`src/rtl/core/rbc_pkg.sv`:
```
// package for the reconnect backoff controller
// holds the link mode type, operation and status codes, register indexes and shared structs
// no dependencies
`timescale 1ns / 1ps

package rbc_pkg;

    typedef enum logic [1:0] {
        MODE_DISC         = 2'd0,
        MODE_CONNECTING   = 2'd1,
        MODE_CONNECTED    = 2'd2,
        MODE_RECONNECTING = 2'd3
    } t_mode;

    localparam logic [1:0] OP_START = 2'd0;
    localparam logic [1:0] OP_POLL  = 2'd1;
    localparam logic [1:0] OP_FORCE = 2'd2;

    localparam logic [1:0] STATUS_OK          = 2'd0;
    localparam logic [1:0] STATUS_WAIT        = 2'd1;
    localparam logic [1:0] STATUS_NOT_STARTED = 2'd2;

    localparam logic [1:0] REG_INITIAL_BACKOFF = 2'd0;
    localparam logic [1:0] REG_MAX_BACKOFF     = 2'd1;
    localparam logic [1:0] REG_KEEPALIVE       = 2'd2;

    localparam logic [31:0] INITIAL_BACKOFF_RST = 32'd1000;
    localparam logic [31:0] MAX_BACKOFF_RST     = 32'd60000;
    localparam logic [31:0] KEEPALIVE_RST       = 32'd2000;

    localparam int unsigned PADDR_W = 4;

    typedef struct packed {
        logic [31:0] initial_backoff;
        logic [31:0] max_backoff;
        logic [31:0] keepalive_interval;
    } t_cfg;

    typedef struct packed {
        t_mode       mode;
        logic        link_up;
        logic [31:0] backoff;
        logic [31:0] attempt_stamp;
        logic [31:0] keepalive_stamp;
        logic [31:0] streak;
        logic [31:0] retries;
    } t_state;

    typedef struct packed {
        logic [1:0]  status;
        t_mode       link_state;
        logic        attempt_made;
        logic        keepalive_due;
        logic        connected;
        logic [31:0] backoff_now;
        logic [31:0] consecutive_failures;
        logic [31:0] total_retries;
    } t_result;

endpackage

```
`src/rtl/core/rbc_step.sv`:
```
// next-state and result logic for one item of the reconnect backoff controller
// depends on rbc_pkg
`timescale 1ns / 1ps

module rbc_step (
    input  rbc_pkg::t_state  i_state,
    input  rbc_pkg::t_cfg    i_cfg,
    input  logic [1:0]       i_operation,
    input  logic [31:0]      i_now_ms,
    input  logic             i_connect_ok,
    output rbc_pkg::t_state  o_next,
    output rbc_pkg::t_result o_result
);
    import rbc_pkg::*;

    logic [31:0] attempt_elapsed;
    logic [31:0] keep_elapsed;
    logic        backoff_pending;
    logic        keep_expired;
    logic [32:0] backoff_x2;
    logic [31:0] backoff_dbl;
    logic        is_poll;
    logic        is_retry_mode;

    assign attempt_elapsed = i_now_ms - i_state.attempt_stamp;
    assign keep_elapsed    = i_now_ms - i_state.keepalive_stamp;
    assign backoff_pending = attempt_elapsed < i_state.backoff;
    assign keep_expired    = keep_elapsed > i_cfg.keepalive_interval;
    assign is_poll         = (i_operation == OP_POLL);
    assign is_retry_mode   = (i_state.mode == MODE_CONNECTING)
                          || (i_state.mode == MODE_RECONNECTING);

    // doubling kept at 33 bits so it cannot wrap before the clamp
    assign backoff_x2  = {i_state.backoff, 1'b0};
    assign backoff_dbl = (backoff_x2 > {1'b0, i_cfg.max_backoff})
                       ? i_cfg.max_backoff : backoff_x2[31:0];

    // next state
    always_comb begin
        o_next = i_state;
        case (i_operation)
            OP_START: begin
                if (i_state.mode != MODE_CONNECTED) begin
                    o_next.mode          = MODE_CONNECTING;
                    o_next.attempt_stamp = i_now_ms;
                end
            end
            OP_POLL: begin
                if (i_state.mode == MODE_CONNECTED) begin
                    if (keep_expired) begin
                        o_next.keepalive_stamp = i_now_ms;
                    end
                end else if (is_retry_mode && !backoff_pending) begin
                    o_next.attempt_stamp = i_now_ms;
                    if (i_connect_ok) begin
                        o_next.mode            = MODE_CONNECTED;
                        o_next.link_up         = 1'b1;
                        o_next.streak          = '0;
                        o_next.backoff         = i_cfg.initial_backoff;
                        o_next.keepalive_stamp = i_now_ms;
                    end else begin
                        o_next.mode    = MODE_RECONNECTING;
                        o_next.streak  = i_state.streak + 32'd1;
                        o_next.retries = i_state.retries + 32'd1;
                        o_next.backoff = backoff_dbl;
                    end
                end
            end
            OP_FORCE: begin
                o_next.link_up       = 1'b0;
                o_next.mode          = MODE_RECONNECTING;
                o_next.backoff       = i_cfg.initial_backoff;
                o_next.attempt_stamp = '0;
            end
            default: begin
                o_next = i_state;
            end
        endcase
    end

    // result fields
    always_comb begin
        o_result.status               = STATUS_OK;
        o_result.attempt_made         = 1'b0;
        o_result.keepalive_due        = 1'b0;
        if (is_poll) begin
            case (i_state.mode)
                MODE_DISC: begin
                    o_result.status = STATUS_NOT_STARTED;
                end
                MODE_CONNECTED: begin
                    o_result.keepalive_due = keep_expired;
                end
                default: begin
                    o_result.attempt_made = !backoff_pending;
                    if (backoff_pending || !i_connect_ok) begin
                        o_result.status = STATUS_WAIT;
                    end
                end
            endcase
        end
        o_result.link_state           = o_next.mode;
        o_result.connected            = o_next.link_up && (o_next.mode == MODE_CONNECTED);
        o_result.backoff_now          = o_next.backoff;
        o_result.consecutive_failures = o_next.streak;
        o_result.total_retries        = o_next.retries;
    end

endmodule

```
`src/rtl/core/reconnect_backoff_controller.sv`:
```
// Reconnect backoff controller, top level.
// Input channel: i_in_valid / o_in_stall with i_operation, i_now_ms, i_connect_ok.
// Output channel: o_out_valid / i_out_stall with one result item per input item.
// Configuration: APB-style write/read port, registers at byte addresses 0, 4 and 8
// (initial backoff, maximum backoff, keepalive interval), pready always high.
// An accepted item is registered in the input register, worked on by rbc_step
// and its result loaded into the result register, from which it is taken.
// Throughput: one item per cycle while the receiver does not stall; the link
// state registers update in the same cycle the result register loads, so the
// next item sees them at once.
// When the receiver stalls, the result register holds; one more item may sit in
// the input register, after which o_in_stall rises until the result is taken.
// Reset (synchronous, active low) empties both registers, puts the link in the
// disconnected mode with counters at zero and restores the register defaults.
// Depends on rbc_pkg and rbc_step.
`timescale 1ns / 1ps

module reconnect_backoff_controller (
    input  logic                          i_clk,
    input  logic                          i_rst_n,
    input  logic                          i_in_valid,
    output logic                          o_in_stall,
    input  logic [1:0]                    i_operation,
    input  logic [31:0]                   i_now_ms,
    input  logic                          i_connect_ok,
    output logic                          o_out_valid,
    input  logic                          i_out_stall,
    output logic [1:0]                    o_status,
    output logic [1:0]                    o_link_state,
    output logic                          o_attempt_made,
    output logic                          o_keepalive_due,
    output logic                          o_connected,
    output logic [31:0]                   o_backoff_now,
    output logic [31:0]                   o_consecutive_failures,
    output logic [31:0]                   o_total_retries,
    input  logic                          psel,
    input  logic                          penable,
    input  logic                          pwrite,
    input  logic [rbc_pkg::PADDR_W-1:0]   paddr,
    input  logic [31:0]                   pwdata,
    output logic [31:0]                   prdata,
    output logic                          pready
);
    import rbc_pkg::*;

    t_cfg        r_cfg;
    t_state      r_state;
    t_state      n_state;
    t_result     r_res;
    t_result     n_res;
    logic        r_in_valid;
    logic        r_out_valid;
    logic [1:0]  r_operation;
    logic [31:0] r_now_ms;
    logic        r_connect_ok;
    logic        advance;
    logic        in_take;
    logic        cfg_write;
    logic [1:0]  reg_index;

    assign pready    = 1'b1;
    assign cfg_write = psel && penable && pwrite && pready;
    assign reg_index = paddr[PADDR_W-1:2];

    // the worked item moves on when the result register is free or being emptied
    assign advance    = !r_out_valid || !i_out_stall;
    assign o_in_stall = r_in_valid && !advance;
    assign in_take    = i_in_valid && !o_in_stall;

    always_ff @(posedge i_clk) begin
        if (!i_rst_n) begin
            r_cfg.initial_backoff    <= INITIAL_BACKOFF_RST;
            r_cfg.max_backoff        <= MAX_BACKOFF_RST;
            r_cfg.keepalive_interval <= KEEPALIVE_RST;
        end else if (cfg_write) begin
            case (reg_index)
                REG_INITIAL_BACKOFF: r_cfg.initial_backoff    <= pwdata;
                REG_MAX_BACKOFF:     r_cfg.max_backoff        <= pwdata;
                REG_KEEPALIVE:       r_cfg.keepalive_interval <= pwdata;
                default:             r_cfg                    <= r_cfg;
            endcase
        end
    end

    always_comb begin
        case (reg_index)
            REG_INITIAL_BACKOFF: prdata = r_cfg.initial_backoff;
            REG_MAX_BACKOFF:     prdata = r_cfg.max_backoff;
            REG_KEEPALIVE:       prdata = r_cfg.keepalive_interval;
            default:             prdata = '0;
        endcase
    end

    // input register
    always_ff @(posedge i_clk) begin
        if (!i_rst_n) begin
            r_in_valid <= 1'b0;
        end else if (in_take) begin
            r_in_valid <= 1'b1;
        end else if (advance) begin
            r_in_valid <= 1'b0;
        end
    end

    always_ff @(posedge i_clk) begin
        if (in_take) begin
            r_operation  <= i_operation;
            r_now_ms     <= i_now_ms;
            r_connect_ok <= i_connect_ok;
        end
    end

    rbc_step u_step (
        .i_state      (r_state),
        .i_cfg        (r_cfg),
        .i_operation  (r_operation),
        .i_now_ms     (r_now_ms),
        .i_connect_ok (r_connect_ok),
        .o_next       (n_state),
        .o_result     (n_res)
    );

    // link state and result register load together
    always_ff @(posedge i_clk) begin
        if (!i_rst_n) begin
            r_state.mode            <= MODE_DISC;
            r_state.link_up         <= 1'b0;
            r_state.backoff         <= INITIAL_BACKOFF_RST;
            r_state.attempt_stamp   <= '0;
            r_state.keepalive_stamp <= '0;
            r_state.streak          <= '0;
            r_state.retries         <= '0;
        end else if (r_in_valid && advance) begin
            r_state <= n_state;
        end
    end

    always_ff @(posedge i_clk) begin
        if (!i_rst_n) begin
            r_out_valid <= 1'b0;
        end else if (advance) begin
            r_out_valid <= r_in_valid;
        end
    end

    always_ff @(posedge i_clk) begin
        if (r_in_valid && advance) begin
            r_res <= n_res;
        end
    end

    assign o_out_valid            = r_out_valid;
    assign o_status               = r_res.status;
    assign o_link_state           = r_res.link_state;
    assign o_attempt_made         = r_res.attempt_made;
    assign o_keepalive_due        = r_res.keepalive_due;
    assign o_connected            = r_res.connected;
    assign o_backoff_now          = r_res.backoff_now;
    assign o_consecutive_failures = r_res.consecutive_failures;
    assign o_total_retries        = r_res.total_retries;

endmodule

```
`config.mk`:
```
export PLATFORM = sky130hd
export DESIGN_NAME = reconnect_backoff_controller
export DESIGN_NICKNAME = d
export VERILOG_FILES = /design/src/rtl/core/rbc_pkg.sv /design/src/rtl/core/rbc_step.sv /design/src/rtl/core/reconnect_backoff_controller.sv
export SDC_FILE = /design/constraint.sdc
export NUM_CORES = 1
export LEC_CHECK = 0
export BUFFER_PORTS_ARGS = -buffer_cell sky130_fd_sc_hd__buf_2
export CAP_MARGIN = 40
export CORE_ASPECT_RATIO = 0.5
export CORE_MARGIN = 2
export CORE_UTILIZATION = 35
export DETAILED_ROUTE_END_ITERATION = 10
export PLACE_DENSITY = 0.59
export SYNTH_ARGS = -nofsm -noshare
export SYNTH_HDL_FRONTEND = slang
export SYNTH_SLANG_ARGS = --single-unit
export TNS_END_PERCENT = 50
```
`constraint.sdc`:
```
create_clock -name i_clk -period 5.7 [get_ports i_clk]
set_clock_uncertainty 0.15 [all_clocks]
set_input_delay 0 -clock i_clk [delete_from_list [all_inputs] [get_ports i_clk]]
set_output_delay 0 -clock i_clk [all_outputs]
set_load 0.05 [all_outputs]
```
Word level (Yosys, flattened, before mapping)
Cells that the tools add are included.
Storage, ports and cells
  output and inout bits: 138
  input bits: 78
  flip-flop bits (word level): 399
  bits in read-only memories: 0
  latch bits: 0
  memory bits (writable): 0
  memories kept: 0
Operators by class
  multiply operators: 0
  muxes and demuxes: 23
  shift operators: 0
  $add $sub $neg: 4
  divide/modulo/power cells: 0
  order comparisons: 3
  bitwise operators: 1
  eq/ne operators: 13
  reduce and logical (&&, ||, !) cells: 30
Operators with widths (count)
  32-bit 2-to-1 mux: 8
  32-bit one-hot mux with 3 select lines: 2
  163-bit 2-to-1 mux: 1
  64-bit 2-to-1 mux: 2
  67-bit 2-to-1 mux: 1
  33-bit one-hot mux with 2 select lines: 1
  32-bit by 1-bit adder with 32-bit output, second input constant: 2
  32-bit subtractor: 2
  33-bit by 32-bit greater-than comparator with 1-bit output: 1
  32-bit greater-than comparator: 1
  32-bit < comparator: 1
  2-bit == test, second input constant: 5
  5-bit AND reduction: 2
  2-bit AND reduction: 4
  1-bit logical AND: 7
  2-bit by 1-bit == test with 1-bit output, second input constant: 3
  1-bit zero test: 6
  2-bit zero test: 3
  2-bit != test, second input constant: 3
  2-bit one-hot mux with 3 select lines: 1
  2-bit nonzero test: 3
  1-bit 2-to-1 mux: 5
  2-bit by 1-bit != test with 1-bit output, second input constant: 2
  2-bit one-hot mux with 2 select lines: 1
  other kinds (5): 7

Longest topological paths before layout
Gate-level depths: netlist (run 1).
  word-level depth: 9
  mapped depth: 25
  mapped depth without buffers: 24

By module
From an unflattened synthesis (run 1), not the netlist that was laid out.
Second synthesis, totals
  cells, all modules: 2794
  area, all modules: 24571.1 µm²
Modules (own cells, without submodules)
  reconnect_backoff_controller: instances 1, area each 14503.9 µm², cells an instance 1329
  rbc_step: instances 1, area each 10067.2 µm², cells an instance 1465

Worst setup path after synthesis (run 1)
OpenSTA, ideal clock, no wires.
  path type: flip-flop to flip-flop
  start: register r_now_ms[0]
  end: register r_state[16] (netlist name)
  path buffers: 1
  clock period less this slack: 5217 ps
  data arrival time: 4996 ps
  slack: 483 ps
  stages on the path, launching flop included: 25
  data required time: 5480 ps
  cells stage by stage: edfxtp_1 -> inv_1 -> ha_1 -> inv_1 -> fa_1 -> a211oi_1 -> o21a_1 -> o311ai_1 -> a31oi_1 -> o21ai_1 -> o221ai_1 -> or2_2 -> o21ai_0 -> xnor2_1 -> ha_1 -> nand2_1 -> nor2_1 -> o21ai_1 -> o211ai_1 -> nand3_1 -> a211o_1 -> buf_2 -> or3_4 -> or3_1 -> a21oi_1
On the way
  cells in the longest elaborated chain, start to end: 7
RTL lines
  start, declared: RTL line reconnect_backoff_controller.sv:54  | logic [31:0] r_now_ms;
  start signal, assigned: RTL line reconnect_backoff_controller.sv:108  | r_now_ms <= i_now_ms;
  32-bit subtractor: RTL line rbc_step.sv:25  | assign attempt_elapsed = i_now_ms - i_state.attempt_stamp;
  32-bit < comparator: RTL line rbc_step.sv:27  | assign backoff_pending = attempt_elapsed < i_state.backoff;
  1-bit zero test: RTL line rbc_step.sv:53  | end else if (is_retry_mode && !backoff_pending) begin
  1-bit logical AND: RTL line rbc_step.sv:53
  163-bit 2-to-1 mux: RTL line rbc_step.sv:53
  64-bit 2-to-1 mux: RTL line rbc_step.sv:49  | if (i_state.mode == MODE_CONNECTED) begin
  64-bit 2-to-1 mux: RTL line rbc_step.sv:41  | case (i_operation)
  end signal, assigned: RTL line reconnect_backoff_controller.sv:134  | r_state <= n_state;
  end, declared: RTL line reconnect_backoff_controller.sv:47  | t_state r_state;
Every way passes these cells. The select of a mux whose other input is x is not followed.
A chain may end at the register's enable or synchronous reset.

Worst setup path in the final report (run 1)
  start: register r_now_ms[1]
  end: register r_state[94] (netlist name)
On the way
  cells in the longest elaborated chain, start to end: 6
RTL lines (RTL line)
  32-bit subtractor: rbc_step.sv:25
  32-bit < comparator: rbc_step.sv:27
  1-bit zero test: rbc_step.sv:53
  1-bit logical AND: rbc_step.sv:53
  2-bit nonzero test (no line)
  5-bit AND reduction (no line) (*)
Mark *: on every way between the ends. The rest lies on a longest branch, timed or not.

==> flow_metrics.py, run 1 <==
metrics = {
    "run_status": {
        "outcome": "finished clean",
    },
    "worst_setup_path": {
        "startpoint": "r_now_ms[1]",
        "critPathKind": "flip-flop to flip-flop",
        "rr_endpoint": "r_state[94]",
        "crit_fanout": 16,
        "rrSetupSlack_ps": 320,
        "endpoint_kind": "flip-flop",
        "setup.worst_path.start_class": "flip-flop",
        "critPathRequiredTime_ps": 6030,
        "r2r-start": "r_now_ms[1]",
        "worstPathArrival_ps": 5710,
        "worstRegToRegCells": 26,
    },
    "layout": {
        "final_layout_size_suffix_gt1_share_pct": 16.66,
        "multi_input_area_sq_um": 12400,
        "syn_to_final_growth_pct": 24.34,
        "layout_common_cells": "nand2_1, dfxtp_1, buf_2, inv_1, a21oi_1",
        "nets": 3138,
        "layout_commonest_cell": "nand2_1",
        "postLayoutCellArea_sq_um": 28180,
        "final-seq-area_sq_um": 9369,
        "nFillCells": 6214,
        "finalNonFillerCells": 3803,
    },
    "floorplan": {
        "die_h_um": 183.9,
        "die_x_um": 363.9,
        "io_pins": 216,
        "fp.dieArea_sq_um": 66920,
        "rows": 65,
        "core-area_sq_um": 63520,
        "initial_core_util_pct": 35.68,
    },
    "clock_tree": {
        "tritoncts": "built",
        "cts_sinks": 399,
        "clk_pin_slew_worst_paths_ps": 70,
        "worst_skew_pair.late_latency_ps": 570,
        "htree_levels": 2,
        "cts-root-buf": "clkbuf_16",
        "cts_buffers": 42,
        "clk_path_buf_depth": 3,
    },
    "drt": {
        "route.detailed.wl_per_inst_um": 17.95,
        "drc_errors": 0,
        "ant_nets": 0,
        "wirelength_mm": 68.25,
        "vias": 19890,
        "drt_iter0_markers": 1511,
        "vias_per_cell": 5.230,
        "drt_pass1_iterations": 6,
    },
    "yosys": {
        "synth_nets": 2791,
        "synth_edf_count": 138,
        "synth.distinct_cells": 75,
        "synth_ff_type": "dfxtp_1",
        "syn_area_per_cell_sq_um": 8.890,
        "syn_area_sq_um": 22660,
        "synth_seq_cells": 399,
        "syn_inst": 2549,
        "ys_warn_count": 0,
        "synthArstFlopShare_pct": 0,
        "yosysSeqAreaShare_pct": 41.34,
    },
    "min_path": {
        "hp-class": "input pin to flip-flop",
        "min_to": "r_now_ms[24]",
        "hold_depth": 2,
        "min-delay-start": "i_now_ms[24]",
    },
    "place": {
        "dpl_cell_area_sq_um": 25400,
        "placed_cells": 3615,
        "gp_routability_congestion": 0.9269,
        "place_hpwl_mm": 49.43,
        "dp_slack_ps": -157.2,
        "io_buffers": 212,
    },
    "sta": {
        "finalHoldViolCount": 0,
        "setup_viol": 0,
        "timing.hold.ws_ps": 11.87,
        "min_period_ps": 5377,
        "fmax_ghz": 0.1860,
        "max_slew_margin_pct": 39.17,
        "setup_ws_ps": 323.2,
        "finalMaxSlewViolations": 0,
        "tightestPinTransition_ps": 910.6,
        "finalCritPeriodShare_pct": 94.33,
    },
    "global_route": {
        "antenna_found_initial": 2,
        "grt_pass1_vias": 18830,
        "grt_max_degree": 96,
        "grt_use_total_pct": 19.65,
        "grt_pass1_wl_mm": 104.3,
        "grt_overflow": 0,
    },
    "pwr": {
        "p_leak_nw": 11.37,
        "ir_drop_uv": 212.5,
        "powerDensity_nw_per_um2": 257.4,
    },
    "flow_run": {
        "maxCapViolCount": 0,
    },
}
## layout make-up
type	count	area share, %
diodes	2	0.01776
clock buffers	62	4.396
clock inverters	16	0.5950
inverters	188	2.531
multi-input cells	1831	44.02
flip-flops and latches	399	33.25
well taps	871	3.868
repair buffers	434	11.33
## how the worst max path moves through the flow
stage,end,depth (start not counted)
floorplan,r_state[16],24
global placement,r_state[126],27
detailed placement,r_state[126],27
CTS,r_state[126],27
global route,r_state[79],25
finish,r_state[94],26
## cell families after synthesis
group / count (synthesis) / synth area share [%]
other cells: 1 / 0.01655
flops: 399 / 41.34
simple gates: 807 / 15.95
buf+inv: 319 / 5.394
fa+ha+maj: 164 / 9.121
compound gates: 636 / 19.02
mux: 98 / 4.329
xor+xnor: 125 / 4.831
## synthesized netlist by cell type, drive strengths merged (5+ instances only)
library cell	instances	area share (%)
o211ai	39	1.3
inv	188	3.1
o21a	15	0.50
xor2	50	1.9
a211o	7	0.27
xnor2	75	2.9
o21ba	9	0.40
a211oi	9	0.36
nor2b	19	0.52
nand3	62	1.4
mux2i	98	4.3
a221o	5	0.22
and2	8	0.22
and3	34	0.94
edfxtp	138	18
nand2	386	6.4
nand2b	31	0.86
nand4	37	1.0
a21oi	177	3.9
o21ai	142	3.1
nor4	12	0.33
o2111ai	10	0.41
a31oi	11	0.30
nor2	149	2.5
or3	18	0.52
a41o	12	0.53
buf	21	0.46
ha	162	8.9
o21bai	7	0.23
o211a	22	0.97
clkbuf	110	1.8
o311a	10	0.44
nor3	36	0.80
a21o	39	1.3
o31ai	12	0.42
dfxtp	261	23
a22o	67	2.6
a2111oi	8	0.36
## layer usage
layer  up-vias  global-route usage [%]  part of all wire, %
met5         -                       0                    0
met4         0                   7.071                  3.3
met3       119                   3.140                  5.6
met2       538                   31.16                   45
met1      9468                   27.01                   46
li1       9766                       -                    -
## critical path, stage by stage, from the launching register on
cell       delay (ps)
edfxtp_1          400
buf_4             180
ha_1              260
nor2b_1           200
o2111ai_2         170
a32oi_2           290
o2111ai_2         190
o21ai_0           290
buf_4             170
o21ai_1            90
o21ai_0           200
a211oi_1          100
nor2_1            230
ha_1              300
a21o_1            160
a21o_1            170
a21oi_1           140
o21ai_0           100
a21o_1            180
a21oi_1           170
buf_4             150
a21oi_1            60
buf_4             170
o221ai_4          160
buf_12            160
buf_16            180
mux2i_1           220
## timing repair
| item | CTS | global route |
|---|---|---|
| pin swaps | 2 | 29 |
| setup buffers | 0 | 14 |
| endpoints found under the setup margin | 43 | 252 |
| cloned | 0 | 3 |
| endpoints found under the hold margin | 188 | 0 |
| hold buffers | 92 | 0 |
| resized for setup | 7 | 58 |
## stage by stage
step / power (mW) / util, % / TNS, ps
floorplan: 4.000 / - / 0
CTS: 7.269 / 43.69 / 0
finish: 7.252 / 44.36 / 0
global placement: 4.384 / 39.84 / -2237
global route: 7.549 / 44.36 / -2.112
detailed placement: 4.408 / 39.99 / -4821
## sequential cells by signal, summed over array words and instances, names as in the netlist, 2 cells and up
| signal | flops |
|---|---|
| o_status | 2 |
| o_total_retries | 32 |
| o_backoff_now | 32 |
| r_operation | 2 |
| r_now_ms | 32 |
| o_consecutive_failures | 32 |
| r_cfg | 96 |
| o_link_state | 2 |
| r_state | 163 |
## power breakdown
group | internal [mW] | switching [mW] | leakage (nW)
logic | 0.506 | 0.830 | 7.28
registers | 3.04 | 0.0676 | 3.39
clock network | 1.62 | 1.19 | 0.692
total | 5.16 | 2.09 | 11.4
No activity file was read; power rests on OpenSTA's default activity.
==> run 2: changes to the inputs <==
--- a/config.mk
+++ b/config.mk
@@ -12,6 +12,7 @@
 export CORE_UTILIZATION = 35
 export DETAILED_ROUTE_END_ITERATION = 10
 export PLACE_DENSITY = 0.59
+export RECOVER_POWER = 25
 export SYNTH_ARGS = -nofsm -noshare
 export SYNTH_HDL_FRONTEND = slang
 export SYNTH_SLANG_ARGS = --single-unit
==> flow_metrics.py, run 2 (synthesis gave the netlist of run 1 again) <==
metrics = {
    "run_status": {
        "violations": "capacitance limit, slew limit",
        "outcome": "complete, but fails checks",
    },
    "global_route": {
        "grt_pass1_wl_mm": 104.3,
        "antenna_found_initial": 2,
        "grt_overflow": 0,
        "grt_pass1_vias": 18830,
        "grt_use_total_pct": 19.65,
        "grt_max_degree": 96,
    },
    "place": {
        "dpl_cell_area_sq_um": 25400,
        "place_hpwl_mm": 49.43,
        "io_buffers": 212,
        "gp_routability_congestion": 0.9269,
    },
    "worst_setup_path": {
        "critPathRequiredTime_ps": 6030,
        "crit_fanout": 16,
        "r2r-start": "r_now_ms[0]",
        "rr_endpoint": "r_state[94]",
        "crit_family": "compound AO/OA/AOI/OAI gates",
        "crit_buf_inv": 6,
        "worstRegToRegCells": 26,
        "worstPathArrival_ps": 5720,
        "worst_path_max_delay_cell": "fa_1",
        "critPathKind": "flip-flop to flip-flop",
        "cpPeakStageDelay_ps": 440,
        "setup.worst_path.start_class": "flip-flop",
        "endpoint_kind": "flip-flop",
        "rrSetupSlack_ps": 310,
    },
    "drt": {
        "drc_errors": 0,
        "drt_pass1_iterations": 6,
        "vias": 19880,
        "vias_per_cell": 5.228,
        "route.detailed.wl_per_inst_um": 17.97,
        "ant_nets": 0,
        "wirelength_mm": 68.35,
        "drt_iter0_markers": 1494,
    },
    "floorplan": {
        "initial_core_util_pct": 35.68,
        "die_x_um": 363.9,
        "io_pins": 216,
        "die_h_um": 183.9,
        "fp.dieArea_sq_um": 66920,
        "rows": 65,
        "core-area_sq_um": 63520,
    },
    "pwr": {
        "p_total_mw": 7.238,
        "powerDensity_nw_per_um2": 258.3,
        "ir_drop_uv": 212.3,
        "p_leak_nw": 11.07,
    },
    "sta": {
        "max_slew_margin_pct": -11.81,
        "min_period_ps": 5386,
        "tightestPinTransition_ps": 1677,
        "tns_ps": 0,
        "finalCritPeriodShare_pct": 94.49,
        "setup_viol": 0,
        "finalMaxSlewViolations": 39,
        "finalHoldViolCount": 0,
        "fmax_ghz": 0.1857,
    },
    "min_path": {
        "hold_depth": 2,
        "hp-class": "input pin to flip-flop",
        "min_to": "r_now_ms[24]",
        "min-delay-start": "i_now_ms[24]",
    },
    "clock_tree": {
        "cts_buffers": 42,
        "clk_path_buf_depth": 3,
        "worst_skew_pair.late_latency_ps": 560,
        "clk_pin_slew_worst_paths_ps": 70,
        "cts_sinks": 399,
        "htree_levels": 2,
        "cts-root-buf": "clkbuf_16",
        "tritoncts": "built",
    },
    "layout": {
        "layout_commonest_cell": "nand2_1",
        "nets": 3138,
        "nFillCells": 6272,
        "reg_top3": "r_state (163), r_cfg (96)",
        "syn_to_final_growth_pct": 23.68,
        "postLayoutCellArea_sq_um": 28030,
        "top_register": "r_state",
        "largest_reg_flops": 163,
        "layout_common_cells": "nand2_1, dfxtp_1, inv_1, a21oi_1, ha_1",
        "final_layout_size_suffix_gt1_share_pct": 12.87,
    },
    "flow_run": {
        "maxCapViolCount": 1,
    },
}
## run 2: layout make-up
| cell class | instances | area, sq um | area share (%) |
|---|---|---|---|
| timing repair buffer | 434 | 3052 | 10.89 |
| tap | 871 | 1090 | 3.888 |
| sequential | 399 | 9369 | 33.43 |
| inverter | 188 | 709.4 | 2.531 |
| clock buffer | 62 | 1239 | 4.420 |
| multi-input combinational | 1831 | 12400 | 44.23 |
| clock inverter | 16 | 167.7 | 0.5982 |
| antenna | 2 | 5.005 | 0.01786 |
## run 2: worst register-to-register path, cell delays in order (launching register included)
cell and delay [ps]:
edfxtp_1 400, inv_2 100, buf_4 110, ha_1 160, inv_1 60, fa_1 440
a211oi_2 270, o21ai_1 140, a21oi_2 210, o21a_2 230, o21bai_1 70, a21o_1 190
a21o_1 170, a21oi_1 170, xnor2_1 160, ha_1 290, a21o_1 170, a211o_1 280
o211ai_1 90, a21oi_1 140, o31ai_1 270, a21oi_1 100, buf_4 170, o221ai_4 160
buf_12 160, buf_16 180, mux2i_1 260
## run 2: how the worst max path moves through the flow
stage / startpoint / endpoint / depth (start not counted)
after global placement: r_now_ms[0] / r_state[126] / 27
after floorplan: r_now_ms[0] / r_state[16] / 24
after global routing: r_now_ms[1] / r_state[79] / 25
after detailed placement: r_now_ms[0] / r_state[126] / 27
final: r_now_ms[0] / r_state[94] / 26
after CTS: r_now_ms[0] / r_state[126] / 27
## run 2: metal layers
metal	wire length (um)	vias to the layer above	global-route usage [%]
met5	0	-	0
met4	2263	0	7.071
met3	3577	117	3.140
met2	30380	494	31.16
met1	32120	9504	27.01
li1	-	9768	-
## run 2: where the power goes
group | total [mW] | internal, mW | switching, mW
clock | 2.81 | 1.62 | 1.19
combinational | 1.32 | 0.495 | 0.830
sequential | 3.11 | 3.04 | 0.0691
total | 7.24 | 5.15 | 2.09
## run 2: what timing repair did
| action | CTS | global route |
|---|---|---|
| pin swaps | 2 | 29 |
| resized for setup | 7 | 58 |
| hold buffers | 92 | 0 |
| cloned | 0 | 3 |
| setup endpoints to repair | 43 | 252 |
| endpoints found under the hold margin | 188 | 0 |
| buffers inserted | 0 | 14 |
## run 2: per-stage QoR
step | setup slack [ps] | std cells | hold WS, ps | util [%]
finish | 313.9 | 3803 | 10.17 | 44.12
global route | -2.112 | 3802 | 0.8472 | 44.12
CTS | 4.836 | 3785 | 0.06867 | 43.69
floorplan | 483.4 | 2549 | -51.13 | -
detailed placement | -157.2 | 3615 | 28.37 | 39.99
global placement | -73.81 | 3610 | 26.30 | 39.84
